### config.mk
export PLATFORM = sky130hd
export DESIGN_NAME = rdu_cell
export DESIGN_NICKNAME = d
export VERILOG_FILES = /design/src/design/relative_distance_unit_top_macros.svh /design/src/design/rdu_pkg.sv /design/src/design/rdu_cell.sv
export SDC_FILE = /design/constraint.sdc
export NUM_CORES = 1
export LEC_CHECK = 0
export ABC_AREA = 1
export BUFFER_PORTS_ARGS = -buffer_cell sky130_fd_sc_hd__buf_2
export CAP_MARGIN = 20
export CORE_MARGIN = 4
export CORE_UTILIZATION = 57
export DETAILED_ROUTE_END_ITERATION = 10
export PLACE_DENSITY_LB_ADDON = 0.1
export SLEW_MARGIN = 0
export SYNTH_ARGS = -nofsm -noshare
export SYNTH_HDL_FRONTEND = slang
export SYNTH_SLANG_ARGS = --single-unit
export TNS_END_PERCENT = 50
### constraint.sdc
create_clock -name clock -period 13 [get_ports clock]
set_clock_uncertainty 0.15 [all_clocks]
set_input_delay 1.95 -clock clock [delete_from_list [all_inputs] [get_ports clock]]
set_output_delay 1.95 -clock clock [all_outputs]
set_load 0.1 [all_outputs]
### src/design/relative_distance_unit_top_macros.svh
// Assertion macros for the relative distance unit.
// Included by relative_distance_unit_top; expects clock and reset in scope.
`ifndef RELATIVE_DISTANCE_UNIT_TOP_MACROS_SVH
`define RELATIVE_DISTANCE_UNIT_TOP_MACROS_SVH
`ifndef NO_ASSERTIONS
`define RDU_ASSERT_IMPLIES(name, ante, cons) \
   name: assert property (@(posedge clock) disable iff (reset) (ante) |-> (cons)) \
      else $error("relative distance unit: same-cycle check failed");
`define RDU_ASSERT_NEXT(name, ante, cons) \
   name: assert property (@(posedge clock) disable iff (reset) (ante) |=> (cons)) \
      else $error("relative distance unit: next-cycle check failed");
`else
`define RDU_ASSERT_IMPLIES(name, ante, cons)
`define RDU_ASSERT_NEXT(name, ante, cons)
`endif
`endif

### src/design/rdu_pkg.sv
// Shared types and constants of the relative distance unit.
// No dependencies; used by rdu_prep, rdu_cell and relative_distance_unit_top.
`default_nettype none

package rdu_pkg;

   localparam int OPERAND_WIDTH = 32;
   localparam int FRACTION_BITS = 16;
   localparam int OUT_FRAC      = 30;
   localparam int DIST_W        = 32;
   // two integer quotient bits plus the fraction bits
   localparam int QUO_STEPS     = OUT_FRAC + 2;

   localparam logic [OPERAND_WIDTH-1:0] SIGN_BIT = {1'b1, {(OPERAND_WIDTH-1){1'b0}}};
   localparam logic [OPERAND_WIDTH-1:0] ONE_IN   = OPERAND_WIDTH'(1) << FRACTION_BITS;
   localparam logic [OPERAND_WIDTH-1:0] TWO_IN   = OPERAND_WIDTH'(2) << FRACTION_BITS;
   localparam logic [DIST_W-1:0]        TWO_OUT  = DIST_W'(2) << OUT_FRAC;

   typedef struct packed {
      logic signed [OPERAND_WIDTH-1:0] value_a;
      logic signed [OPERAND_WIDTH-1:0] value_b;
      logic                            a_defined;
      logic                            b_defined;
   } req_type;

   typedef struct packed {
      logic [DIST_W-1:0] distance;
      logic              undefined_fault;
   } rsp_type;

   // Data handed from one divider cell to the next.
   typedef struct packed {
      logic [OPERAND_WIDTH:0]   rem;
      logic [OPERAND_WIDTH-1:0] divisor;
      logic                     next_bit;
      logic [DIST_W-1:0]        quo;
      logic                     use_div;
      logic                     fault;
   } div_stage_type;

endpackage

`default_nettype wire

### src/design/rdu_cell.sv
// One restoring-division cell: compare, subtract, emit one quotient bit.
// Holds one request in flight; depends on rdu_pkg.
`default_nettype none

module rdu_cell (
   input  logic                   clock,
   input  logic                   reset,
   input  logic                   up_valid,
   output logic                   up_ready,
   input  rdu_pkg::div_stage_type up_data,
   output logic                   dn_valid,
   input  logic                   dn_ready,
   output rdu_pkg::div_stage_type dn_data
);
   import rdu_pkg::*;

   logic                     valid_ff, valid_in;
   div_stage_type            data_ff, data_in;
   logic                     fits;
   logic [OPERAND_WIDTH:0]   sub;
   logic [OPERAND_WIDTH-1:0] part;

   assign up_ready = !valid_ff || dn_ready;

   always_comb begin
      fits    = up_data.rem >= {1'b0, up_data.divisor};
      sub     = up_data.rem - {1'b0, up_data.divisor};
      part    = fits ? sub[OPERAND_WIDTH-1:0] : up_data.rem[OPERAND_WIDTH-1:0];
      data_in = up_data;
      // direct results pass through untouched
      if (up_data.use_div) begin
         data_in.rem      = {part, up_data.next_bit};
         data_in.next_bit = 1'b0;
         data_in.quo      = {up_data.quo[DIST_W-2:0], fits};
      end
      valid_in = up_ready ? up_valid : valid_ff;
   end

   always_ff @(posedge clock) begin
      if (reset) begin
         valid_ff <= 1'b0;
      end else begin
         valid_ff <= valid_in;
      end
      if (up_valid && up_ready) begin
         data_ff <= data_in;
      end
   end

   assign dn_valid = valid_ff;
   assign dn_data  = data_ff;

endmodule

`default_nettype wire

* Word-level counts from Yosys, hierarchy flattened
Cells that the tools add are included.
Word-level totals: register bits 101, output and inout bits 102
Operators by class: add/sub/neg operators 1, order comparisons 1, mux-type cells 3, reduce and logical (&&, ||, !) cells 3
Operators by type and width (count):
- $mux 32 | 2
- $ge 33x32->1 | 1
- $mux 33 | 1
- $sub 32x32->32 | 1
- $logic_and 1x1->1 | 1
- $logic_not 1->1 | 1
- $logic_or 1x1->1 | 1

* Longest topological paths before layout
depth after elaboration 3, gate-level depth with buffers 17, mapped depth without buffers 16

* Least setup slack after synthesis
No wires, ideal clock.
path kind input -> register, from input up_valid, to register data_ff, in the netlist dn_data[0], enable pin, arrival 6.818 ns, required time 12.260 ns, path slack 5.442 ns, cell stages on the path 2, path buffers 0, path through inv_1 a21oi_1
On the way: word-level cells in the longest chain between the ends 1
RTL lines:
- from (decl) | line rdu_cell.sv:8 | input logic up_valid,
- $logic_and 1x1->1 | line rdu_cell.sv:45 | if (up_valid && up_ready) begin
- to (signal assigned) | line rdu_cell.sv:46 | data_ff <= data_in;
- to (decl) | line rdu_cell.sv:18 | div_stage_type data_ff, data_in;
Every way passes these cells. A chain may end at the register's enable or synchronous reset.

* Worst setup path in the final report
from input dn_ready, to output up_ready
On the way: word-level cells in the longest chain between the ends 1
RTL lines:
- from (decl) | line rdu_cell.sv:12 | input logic dn_ready,
- $logic_or 1x1->1 | line rdu_cell.sv:23 | assign up_ready = !valid_ff || dn_ready;
- to (decl) | line rdu_cell.sv:9 | output logic up_ready,
Every way passes these cells.

==> impl_metrics.ini <==
[status]
status = finished, final reports clean

[placed_design]
place_area_sq_um = 7899
place_hpwl_microns = 14340
portBuffers = 205
pre_cts_ws_ns = 8.162
gp_congestion = 1.018
dp.cells = 1210

[grt]
grt_pass1_vias = 6070
gr-max-usage-layer = met2
overflow = 0
grt_use_total_pct = 26.92
use_met2_pct = 47.06
use_met1_pct = 33.33
met3_usage_pct = 3.907
grt_first_pass_wirelength_microns = 28830
antenna_found_initial = 0
grt_max_degree = 67

[detailed_routing]
drt-initial-drc-count = 498
ant_nets = 0
vias_per_cell = 5.209
wirelength_microns = 18420
vias = 6386
route.detailed.drc = 0
post_drt_wl_per_cell_microns = 15.03
drtPass1Iterations = 5

[die]
io_pins = 206
core_area_sq_um = 11520
dieArea_sq_um = 13640
dieHeight_microns = 116.8
rows = 39
initial_core_util_pct = 58.56
die_x_microns = 116.8

[sta]
relSlewSlack_pct = 36.49
tightest_slew_ns = 0.9505
min_period_ns = 4.695
max_freq_mhz = 213.0
setup_ws_ns = 8.305
maxSlewViolCount = 0
hold-worst-slack_ns = 0.3952
period_share_pct = 36.11
setup_tns_ns = 0
setup_viol = 0
grt_setup_unrepaired = no
hold_violations = 0

[final_layout]
stdcell_area_sq_um = 8179
fin_nets = 1215
drive_gt1_share_pct = 24.93
finalNonFillerCells = 1226
area_delta_synth_final_pct = 21.28
num_antenna_cells = 0
fill_cells = 1011

[clock_network]
hold_buffers = 0
clock_path_buffers = 2
cts_root_buf = clkbuf_16
cts_buffers = 9
htreeDepth = 3
cts_resized = 0
clock_sinks = 101
path_clk_slew_ns = 0.07
cts_tree = yes
cts_setup_buffers = 0
clk_latency_ns = 0.35

[run]
cap_violations = 0

[synthesis]
synth_cell_type_count = 32
synth-edff-count = 100
synth_cells = 875
synth_fp_nets = 1012
synth_compound_area_share_pct = 5.250
yosysMostFrequentCell = nand2_1
yosys.area.top_type = edfxtp_1
synth_area_sq_um = 6744
synthFlopType = edfxtp_1
ys_seq_area_share_pct = 44.82
synth_top_family_by_area = simple AND/OR/NAND/NOR gates
synthArstFlopShare_pct = 0
synth-xor-area-share_pct = 1.948
synth_simple_gate_area_share_pct = 31.60
synth.top_cells.by_count = 327 x nand2_1, 153 x inv_1, 100 x edfxtp_1
yosys.area_share.adder_pct = 6.234
synth_top_area_share_pct = 44.53
yosys_warnings = 0
ys_seq_elements = 101
avgSynthCellArea_sq_um = 7.707
synthMuxAreaShare_pct = 0
synthTopCellsByArea = edfxtp_1 45%, nand2_1 18%, inv_1 8.5%

[setup_path]
endpoint_kind = primary output
cp_data_arrival_time_ns = 2.59
critPathMaxFanout = 2
crit_path_start_kind = primary input
setup.worst_path.class = primary input to primary output
crit_required_ns = 10.90

[power]
peakVddDrop_mv = 0.07415
pwr_density_cell_nw_per_um2 = 127.3
leakage_uw = 0.004349

[hold_path]
hold_class = register to register
[metrics by stage]
step / total power (uW) / util [%]
after floorplan: 708.1 / -
after global placement: 777.9 / 68.59
after detailed placement: 783.1 / 68.59
after CTS: 1044 / 71.02
after global routing: 1086 / 71.02
final: 1041 / 71.02
[worst max-delay path: stages]
cell and delay, ns:
buf_2 0.07, inv_1 0.06, nand2_1 0.08, buf_2 0.43
[sequential cells by signal, summed over array words and instances (netlist names)]
name	cells
dn_data	100
dn_valid	1
[cells in the final DEF, fill, tap and decap left out, types with 4 or more instances in the layout]
master / netlist / final
clkbuf_16: 0 / 9
edfxtp_1: 100 / 100
nor2_1: 37 / 37
buf_4: 3 / 4
o21ai_0: 31 / 31
nand3_1: 60 / 60
o21bai_1: 7 / 7
nand3_2: 11 / 11
buf_2: 1 / 205
nand4_1: 12 / 12
a21oi_1: 26 / 25
nand2_1: 327 / 327
xor2_1: 13 / 13
ha_1: 32 / 32
inv_2: 4 / 5
nor3_1: 6 / 6
nand2_2: 15 / 15
nor2_2: 7 / 7
inv_1: 153 / 152
[path summary, 6_finish.rpt]
path | from | endpoint | slack [ns] | depth (start not counted)
setup / recovery | dn_ready | up_ready | 8.31 | 4
hold / removal | dn_valid | dn_valid | 0.40 | 2
setup reg to reg | dn_valid | dn_data[62] | 10.80 | 3
hold reg to reg | dn_valid | dn_valid | 0.40 | 2
[cell families (layout without fill, tap and decap cells)]
kind of cell	Yosys count	after routing
xor gates and xnor gates	15	15
DFF	101	101
adders and majority gates	33	33
buffers and inverters	175	383
and+or+nand+nor	486	486
AOI/OAI and AO/OA	65	65
[final cells by class]
cell class | count | area (sq um) | share of cell area (%)
multi-input combinational | 599 | 3048 | 37.26
sequential | 101 | 3023 | 36.96
timing repair buffer | 209 | 1056 | 12.91
inverter | 158 | 593.1 | 7.251
clock buffer | 10 | 229.0 | 2.799
tap | 143 | 178.9 | 2.188
clock inverter | 6 | 51.30 | 0.6272
[where the power goes]
group / leakage (uW) / switching [uW] / total (uW) / internal, uW
logic: 0.00323 / 303 / 382 / 78.9
clock network: 0.000140 / 130 / 263 / 134
registers: 0.000984 / 6.13 / 396 / 390
total: 0.00435 / 439 / 1040 / 602
[per-layer routing]
layer  routed length (microns)  up-vias
met5                         0        -
met4                       582        0
met3                      1327       42
met2                      9087      266
met1                      7424     2889
li1                          -     3189
Power figures use the tool's default switching activity.
