===== config.mk =====
export PLATFORM = sky130hd
export DESIGN_NAME = rdu_prep
export DESIGN_NICKNAME = d
export VERILOG_FILES = /design/src/design/relative_distance_unit_top_macros.svh /design/src/design/rdu_pkg.sv /design/src/design/rdu_prep.sv
export SDC_FILE = /design/constraint.sdc
export NUM_CORES = 1
export LEC_CHECK = 0
export ABC_AREA = 1
export BUFFER_PORTS_ARGS = -buffer_cell sky130_fd_sc_hd__buf_2
export CAP_MARGIN = 40
export CORE_ASPECT_RATIO = 1.25
export CORE_MARGIN = 4
export CORE_UTILIZATION = 49
export CTS_CLUSTER_SIZE = 30
export DETAILED_ROUTE_END_ITERATION = 8
export PLACE_DENSITY = 0.69
export SYNTH_ARGS = -nofsm -noshare
export SYNTH_HDL_FRONTEND = slang
export SYNTH_SLANG_ARGS = --single-unit

===== constraint.sdc =====
create_clock -name clock -period 16.01 [get_ports clock]
set_clock_uncertainty 0.15 [all_clocks]
set_input_delay 0.8005 -clock clock [delete_from_list [all_inputs] [get_ports clock]]
set_output_delay 0.8005 -clock clock [all_outputs]
set_load 0.01 [all_outputs]

===== src/design/relative_distance_unit_top_macros.svh =====
// Assertion macros for the relative distance unit.
// Included by relative_distance_unit_top; expects clock and reset in scope.
`ifndef RELATIVE_DISTANCE_UNIT_TOP_MACROS_SVH
`define RELATIVE_DISTANCE_UNIT_TOP_MACROS_SVH
`ifndef NO_ASSERTIONS
`define RDU_ASSERT_IMPLIES(name, ante, cons) \
   name: assert property (@(posedge clock) disable iff (reset) (ante) |-> (cons)) \
      else $error("relative distance unit: same-cycle check failed");
`define RDU_ASSERT_NEXT(name, ante, cons) \
   name: assert property (@(posedge clock) disable iff (reset) (ante) |=> (cons)) \
      else $error("relative distance unit: next-cycle check failed");
`else
`define RDU_ASSERT_IMPLIES(name, ante, cons)
`define RDU_ASSERT_NEXT(name, ante, cons)
`endif
`endif


===== src/design/rdu_pkg.sv =====
// Shared types and constants of the relative distance unit.
// No dependencies; used by rdu_prep, rdu_cell and relative_distance_unit_top.
`default_nettype none

package rdu_pkg;

   localparam int OPERAND_WIDTH = 32;
   localparam int FRACTION_BITS = 16;
   localparam int OUT_FRAC      = 30;
   localparam int DIST_W        = 32;
   // two integer quotient bits plus the fraction bits
   localparam int QUO_STEPS     = OUT_FRAC + 2;

   localparam logic [OPERAND_WIDTH-1:0] SIGN_BIT = {1'b1, {(OPERAND_WIDTH-1){1'b0}}};
   localparam logic [OPERAND_WIDTH-1:0] ONE_IN   = OPERAND_WIDTH'(1) << FRACTION_BITS;
   localparam logic [OPERAND_WIDTH-1:0] TWO_IN   = OPERAND_WIDTH'(2) << FRACTION_BITS;
   localparam logic [DIST_W-1:0]        TWO_OUT  = DIST_W'(2) << OUT_FRAC;

   typedef struct packed {
      logic signed [OPERAND_WIDTH-1:0] value_a;
      logic signed [OPERAND_WIDTH-1:0] value_b;
      logic                            a_defined;
      logic                            b_defined;
   } req_type;

   typedef struct packed {
      logic [DIST_W-1:0] distance;
      logic              undefined_fault;
   } rsp_type;

   // Data handed from one divider cell to the next.
   typedef struct packed {
      logic [OPERAND_WIDTH:0]   rem;
      logic [OPERAND_WIDTH-1:0] divisor;
      logic                     next_bit;
      logic [DIST_W-1:0]        quo;
      logic                     use_div;
      logic                     fault;
   } div_stage_type;

endpackage

`default_nettype wire


===== src/design/rdu_prep.sv =====
// Front end of the relative distance unit: difference, magnitudes, case selection.
// Two registered stages; depends on rdu_pkg.
`default_nettype none

module rdu_prep (
   input  logic                  clock,
   input  logic                  reset,
   input  logic                  up_valid,
   output logic                  up_ready,
   input  rdu_pkg::req_type      up_data,
   output logic                  dn_valid,
   input  logic                  dn_ready,
   output rdu_pkg::div_stage_type dn_data
);
   import rdu_pkg::*;

   typedef struct packed {
      logic [OPERAND_WIDTH-1:0] diff;
      logic [OPERAND_WIDTH-1:0] mag_a;
      logic [OPERAND_WIDTH-1:0] mag_b;
      logic                     fault;
      logic                     equal;
      logic                     has_zero;
      logic                     opposite;
   } front_type;

   localparam int SCALE_W = OPERAND_WIDTH + OUT_FRAC - FRACTION_BITS;

   logic                     a_valid_ff, a_valid_in, a_ready;
   front_type                a_ff, a_in;
   logic                     b_valid_ff, b_valid_in;
   div_stage_type            b_ff, b_in;

   logic [OPERAND_WIDTH-1:0] raw_a, raw_b, bias_a, bias_b, max_mag;
   logic [SCALE_W-1:0]       scaled;
   logic [DIST_W-1:0]        sat_diff;
   logic                     small_diff;

   assign a_ready  = !b_valid_ff || dn_ready;
   assign up_ready = !a_valid_ff || a_ready;

   // Stage A: biased difference and magnitudes
   always_comb begin
      raw_a  = up_data.value_a;
      raw_b  = up_data.value_b;
      bias_a = raw_a ^ SIGN_BIT;
      bias_b = raw_b ^ SIGN_BIT;
      a_in.diff     = (bias_a > bias_b) ? (bias_a - bias_b) : (bias_b - bias_a);
      a_in.mag_a    = raw_a[OPERAND_WIDTH-1] ? ((~raw_a) + 1'b1) : raw_a;
      a_in.mag_b    = raw_b[OPERAND_WIDTH-1] ? ((~raw_b) + 1'b1) : raw_b;
      a_in.fault    = !(up_data.a_defined && up_data.b_defined);
      a_in.equal    = (raw_a == raw_b);
      a_in.has_zero = (raw_a == '0) || (raw_b == '0);
      a_in.opposite = raw_a[OPERAND_WIDTH-1] != raw_b[OPERAND_WIDTH-1];
      a_valid_in    = up_ready ? up_valid : a_valid_ff;
   end

   // Stage B: pick the divisor or a direct result
   always_comb begin
      max_mag    = (a_ff.mag_a < a_ff.mag_b) ? a_ff.mag_b : a_ff.mag_a;
      small_diff = a_ff.diff < ONE_IN;
      scaled     = {a_ff.diff, {(OUT_FRAC-FRACTION_BITS){1'b0}}};
      sat_diff   = (a_ff.diff > TWO_IN) ? TWO_OUT : scaled[DIST_W-1:0];

      b_in.rem      = {2'b00, a_ff.diff[OPERAND_WIDTH-1:1]};
      b_in.next_bit = a_ff.diff[0];
      b_in.divisor  = max_mag;
      b_in.fault    = a_ff.fault;
      b_in.use_div  = !a_ff.fault && !a_ff.equal && !a_ff.has_zero &&
                      !(a_ff.opposite && small_diff);
      if (a_ff.fault || a_ff.equal || b_in.use_div) begin
         b_in.quo = '0;
      end else begin
         b_in.quo = sat_diff;
      end
      b_valid_in = a_ready ? a_valid_ff : b_valid_ff;
   end

   always_ff @(posedge clock) begin
      if (reset) begin
         a_valid_ff <= 1'b0;
         b_valid_ff <= 1'b0;
      end else begin
         a_valid_ff <= a_valid_in;
         b_valid_ff <= b_valid_in;
      end
      if (up_valid && up_ready) begin
         a_ff <= a_in;
      end
      if (a_valid_ff && a_ready) begin
         b_ff <= b_in;
      end
   end

   assign dn_valid = b_valid_ff;
   assign dn_data  = b_ff;

endmodule

`default_nettype wire


Word-level counts from Yosys, hierarchy flattened. Index checks and enable logic that the tools add are counted.

Add/sub/neg operators: 4. Magnitude comparators: 4. Eq/ne operators: 2. Multiplexer cells: 5. Bitwise logic cells: 4. Reduce and logical (&&, ||, !) cells: 22.

Operator list (number): two-way mux 32 bit (3); adder 32 x 1 -> 32 bit (second input constant) (2); logical NOT 32 bit (2); NOT 32 bit (2); subtractor 32 bit (2); two-way mux 31 bit (2); == test 32 bit (1); greater-than comparator 32 x 18 -> 1 bit (second input constant) (1); greater-than comparator 32 bit (1); < comparator 32 x 17 -> 1 bit (second input constant) (1); < comparator 32 bit (1); logical AND 1 bit (7); logical NOT 1 bit (7); logical OR 1 bit (5); NOT 1 bit (2); OR reduction 2 bit (1); != test 1 bit (1).

Bits in registers: 200. Bits of input ports: 70. Output and inout bits: 102.

Depth between registers and ports, before layout.
Depth in word-level cells: 6. Mapped depth: 17.

Worst setup path before layout. OpenSTA, ideal clock, no wires.

Path type: input to register. Start point: input port dn_ready. End point: register b_ff (netlist bit dn_data[0]), enable pin. Library setup time: 0.554 ns. Data arrival time: 4.905 ns. Data required time: 15.306 ns. Setup slack: 10.401 ns. Stages: 2. Path buffers: 0. Cell sequence: inv_1 a21oi_1.

Longest elaborated chain between the ends: 2.

RTL lines: from (decl) (RTL line rdu_prep.sv:12) `input logic dn_ready,`; logical OR 1 bit (RTL line rdu_prep.sv:39) `assign a_ready = !b_valid_ff || dn_ready;`; logical AND 1 bit (RTL line rdu_prep.sv:90) `if (a_valid_ff && a_ready) begin`; to (signal assigned) (RTL line rdu_prep.sv:91) `b_ff <= b_in;`; to (decl) (RTL line rdu_prep.sv:32) `div_stage_type b_ff, b_in;`.

Every way passes these cells. A chain may end at the register's enable or synchronous reset.

==> results.md <==
Setup path:
- The cell family with the largest share of critical-path delay is buffers and inverters.
- For this design, the slowest cell found on the critical path is a21boi_4.
- The biggest cell delay along the critical path is 0.57 ns.
- Along the worst path, the maximum fanout reaches 27.
- For the worst setup path, the data arrival time is 3.56 ns.
- The number of cells on the worst reg-to-reg path is 11.
- The data required time at the worst endpoint is 16.18 ns.
- STA classifies the critical path endpoint as a flop.
- Counting buffers and inverters, the worst setup path is 11 cells deep.
- Walking the worst path, the cells encountered are buf_2, inv_1, ha_1, inv_1, nor3_4, nand2_2, nor2_4, nand2_2, a21boi_4, nand2_1, nand2_1.
- The critical path contains buffers and inverters numbering 3 combined.
- STA classifies the critical path startpoint as a primary input.
- The type of the worst setup path is in2reg.

Place:
- The HPWL after detailed placement is 36230 µm.
- The routability congestion estimate is 0.9309.
- Port buffering added 155 buffers.

Pwr:
- The share of total power dissipated in sequential elements is 0.436.
- The design draws 1.435 mW.
- The fraction of power spent switching nets is 0.3323.
- The standby leakage power is 8.132 nW.
- The analysis attributes to net switching a power of 477.0 µW.
- Dividing total power by cell area gives a power density of 91.85 mW/mm².
- The cell internal power dissipation is 958.4 µW.
- The portion of total power attributed to the clock network is 0.317.
- The worst ir drop on vdd is 0.06487 mV.
- The logic gate share of total power is 0.247.

STA:
- The minimum clock period is 3.388 ns.
- The tightest hold path in the finished design has a slack of 0.3060 ns.
- Headroom to the max-slew limit came out at 0.4870.
- Setup repair after global routing left no endpoint under its margin.
- The count of final hold-check violations came to 0.
- The final number of setup-violating endpoints is 0.
- The fraction of the cycle the final worst path needs is 0.2116.
- The slew at the pin closest to its max-slew limit is 0.7695 ns.
- The maximum operating frequency is 295.1 MHz.
- The number of max-slew violations in the final report is 0.
- Adding up every negative setup slack in the final design gives 0 ns.

Hold path:
- The worst min-delay path class is reg2reg.
- Counting instances, the worst hold path has a depth of 0.

Layout:
- The number of fill cells in the layout is 2716.
- Of the cells placed in the final design, the portion with a size suffix greater than 1 is 0.1210.
- The net count of the finished layout is 2179.
- The area taken by multi-input logic gates is 0.006852 mm².
- The layout overhead on the synthesized area is 11.82%.
- The number of diodes added for antenna fixing is 0.
- The sequential cells in the finished layout cover a total of 0.005565 mm².

Logic synthesis:
- The synthesized instance count is 1867.
- The Yosys step of the flow raised 0 warnings.
- The top flip-flop cell by instance count after synthesis is edfxtp_1.
- Of the synthesized area, sequential elements account for 0.3982.
- In this run, synthesis inferred 184 flip-flops with an integrated enable.
- Counting flops and latches in the post-synthesis netlist gives 186.
- In this run the mean area of a mapped cell was 7.485 µm².
- The share of flip-flops with an asynchronous set or reset after synthesis is 0.
- The netlist area before placement is 0.01397 mm².
- The number of different library cells used by synthesis comes to 46.

Floorplan:
- The horizontal die dimension is 159.1 µm.
- The core region is 0.02791 mm².
- The number of top-level design ports is 172.
- The floorplan step set the die height to 196.8 µm.
- The floorplan step defined a die boundary enclosing 0.03130 mm².
- The floorplan has 68 rows.
- The initial standard-cell utilization of the core is 0.5008.

Detailed routing:
- The via density per instance is 5.179.
- Summed over all layers, the routed wires come to 43690 µm.
- The final routed DRC violation total is 0.
- The detailed router's first-iteration violation count is 703.
- The routed wirelength normalized by instance count is 18.40 µm.
- The length of the first detailed-routing pass in iterations is 6.
- The via total after detailed routing is 12300.
- In this run the remaining antenna-violating nets after routing total 0.

Clock tree:
- The post-CTS setup repair buffer count is 0.
- In this run the number of H-tree levels came out at 4.
- In this run, post-CTS repair resized a total of 0 instances.
- TritonCTS built the clock tree.
- At the later pin of the worst-skew pair, clock insertion delay measures 0.45 ns.
- The clock transition at the registers of the reported paths is 0.08 ns.
- No sink is reached through more buffers than the 2 on the longest clock path.
- Counting the buffers created by CTS gives 17.
- The number of clock sinks is 186.
- The clock tree root driver cell is clkbuf_16.
- Hold repair after CTS inserted 0 buffers.

GRT:
- The wire length of the first global-routing pass is 67010 µm.
- The number of antenna violations at the first check in global routing is 0.
- The global router's overall resource usage is 0.2769.
- The number of global-route vias before repair is 11970.
- The remaining global-route overflow is 0.
- Entering global routing, the biggest net connects 61 pins.

Job:
- The number of max-cap violations is 0.

Run status:
- The run finished with clean final reports.
-- cell type report --
cell class | count | area share
clock buffer | 17 | 0.02722
clock inverter | 15 | 0.01225
inverter | 337 | 0.08135
multi-input combinational | 1306 | 0.4385
sequential | 186 | 0.3562
tap | 350 | 0.02802
timing repair buffer | 163 | 0.05653
-- stage by stage --
step | utilization | setup WS [ns] | cell area, µm² | std cells
after CTS | 0.5599 | 12.65 | 15630 | 2374
final | 0.5599 | 12.62 | 15630 | 2374
after detailed placement | 0.5378 | 12.17 | 15010 | 2342
after floorplan | - | 10.40 | 14030 | 1882
after global placement | 0.5351 | 12.18 | 14930 | 2338
after global routing | 0.5599 | 12.38 | 15630 | 2374
-- kinds of logic (layout without fill, tap and decap cells) --
logic type / after synthesis / after routing / synth area share
flip-flops: 186 / 186 / 0.3982
AND/OR/NAND/NOR: 990 / 990 / 0.2988
XOR/XNOR: 80 / 80 / 0.05014
AO/OA/AOI/OAI: 122 / 122 / 0.04718
buffers and inverters: 390 / 532 / 0.1166
adder cells (fa/ha/maj): 98 / 98 / 0.08882
other: 1 / 16 / 0.0002683
-- sequential cells by signal, indices dropped and copies added, names as in the netlist --
register	cells
a_ff	100
a_valid_ff	1
dn_data	84
dn_valid	1
-- routing by layer --
layer | vias up | track usage | wire length, µm
met5 | - | 0 | 0
met4 | 0 | 0.1080 | 1576
met3 | 64 | 0.03577 | 2151
met2 | 404 | 0.4833 | 21200
met1 | 5678 | 0.3520 | 18760
li1 | 6150 | - | -
-- cell usage after synthesis, types with 5 or more instances --
cell type / count / area, µm²
nand2_1: 638 / 2395
edfxtp_1: 184 / 5525
nand3_1: 120 / 600.6
nor2_4: 5 / 56.30
ha_1: 96 / 1201
o21ai_0: 31 / 155.2
xor2_1: 67 / 586.8
clkbuf_1: 10 / 37.54
nand2_2: 24 / 150.1
nor2_1: 137 / 514.2
nand2_4: 5 / 56.30
a21oi_1: 61 / 305.3
buf_2: 6 / 30.03
inv_2: 6 / 22.52
nand4_1: 26 / 162.7
o21ai_1: 17 / 85.08
nor3_1: 14 / 70.07
nor4_1: 10 / 62.56
xnor2_1: 13 / 113.9
buf_4: 29 / 217.7
inv_1: 329 / 1235
-- path summary, 6_finish.rpt --
path | start | end | slack [ns]
worst max-delay path | up_data[65] | a_ff[93]$_DFFE_PP_ | 12.62
worst min-delay path | a_ff[89]$_DFFE_PP_ | dn_data[87]$_DFFE_PP_ | 0.31
worst max register to register | a_ff[45]$_DFFE_PP_ | dn_data[57]$_DFFE_PP_ | 13.02
worst min register to register | a_ff[89]$_DFFE_PP_ | dn_data[87]$_DFFE_PP_ | 0.31
-- power groups by stage --
stage,registers (mW),logic (mW),clock network [mW]
detailed placement,0.636,0.350,0
CTS,0.626,0.352,0.461
global placement,0.636,0.342,0
floorplan,0.628,0.240,0
finish,0.626,0.354,0.455
global route,0.629,0.396,0.480
-- cell usage in the layout (no fill, tap or decap), types with 16 or more instances in the layout --
| cell | netlist | routed |
|---|---|---|
| nor2_1 | 137 | 137 |
| a21oi_1 | 61 | 59 |
| nand3_1 | 120 | 120 |
| nand2_2 | 24 | 24 |
| xor2_1 | 67 | 67 |
| o21ai_1 | 17 | 17 |
| nand4_1 | 26 | 26 |
| conb_1 | 1 | 16 |
| clkbuf_16 | 0 | 17 |
| o21ai_0 | 31 | 31 |
| edfxtp_1 | 184 | 184 |
| ha_1 | 96 | 96 |
| buf_2 | 6 | 155 |
| inv_1 | 329 | 328 |
| nand2_1 | 638 | 638 |
No activity file was read; power rests on OpenSTA's default activity.
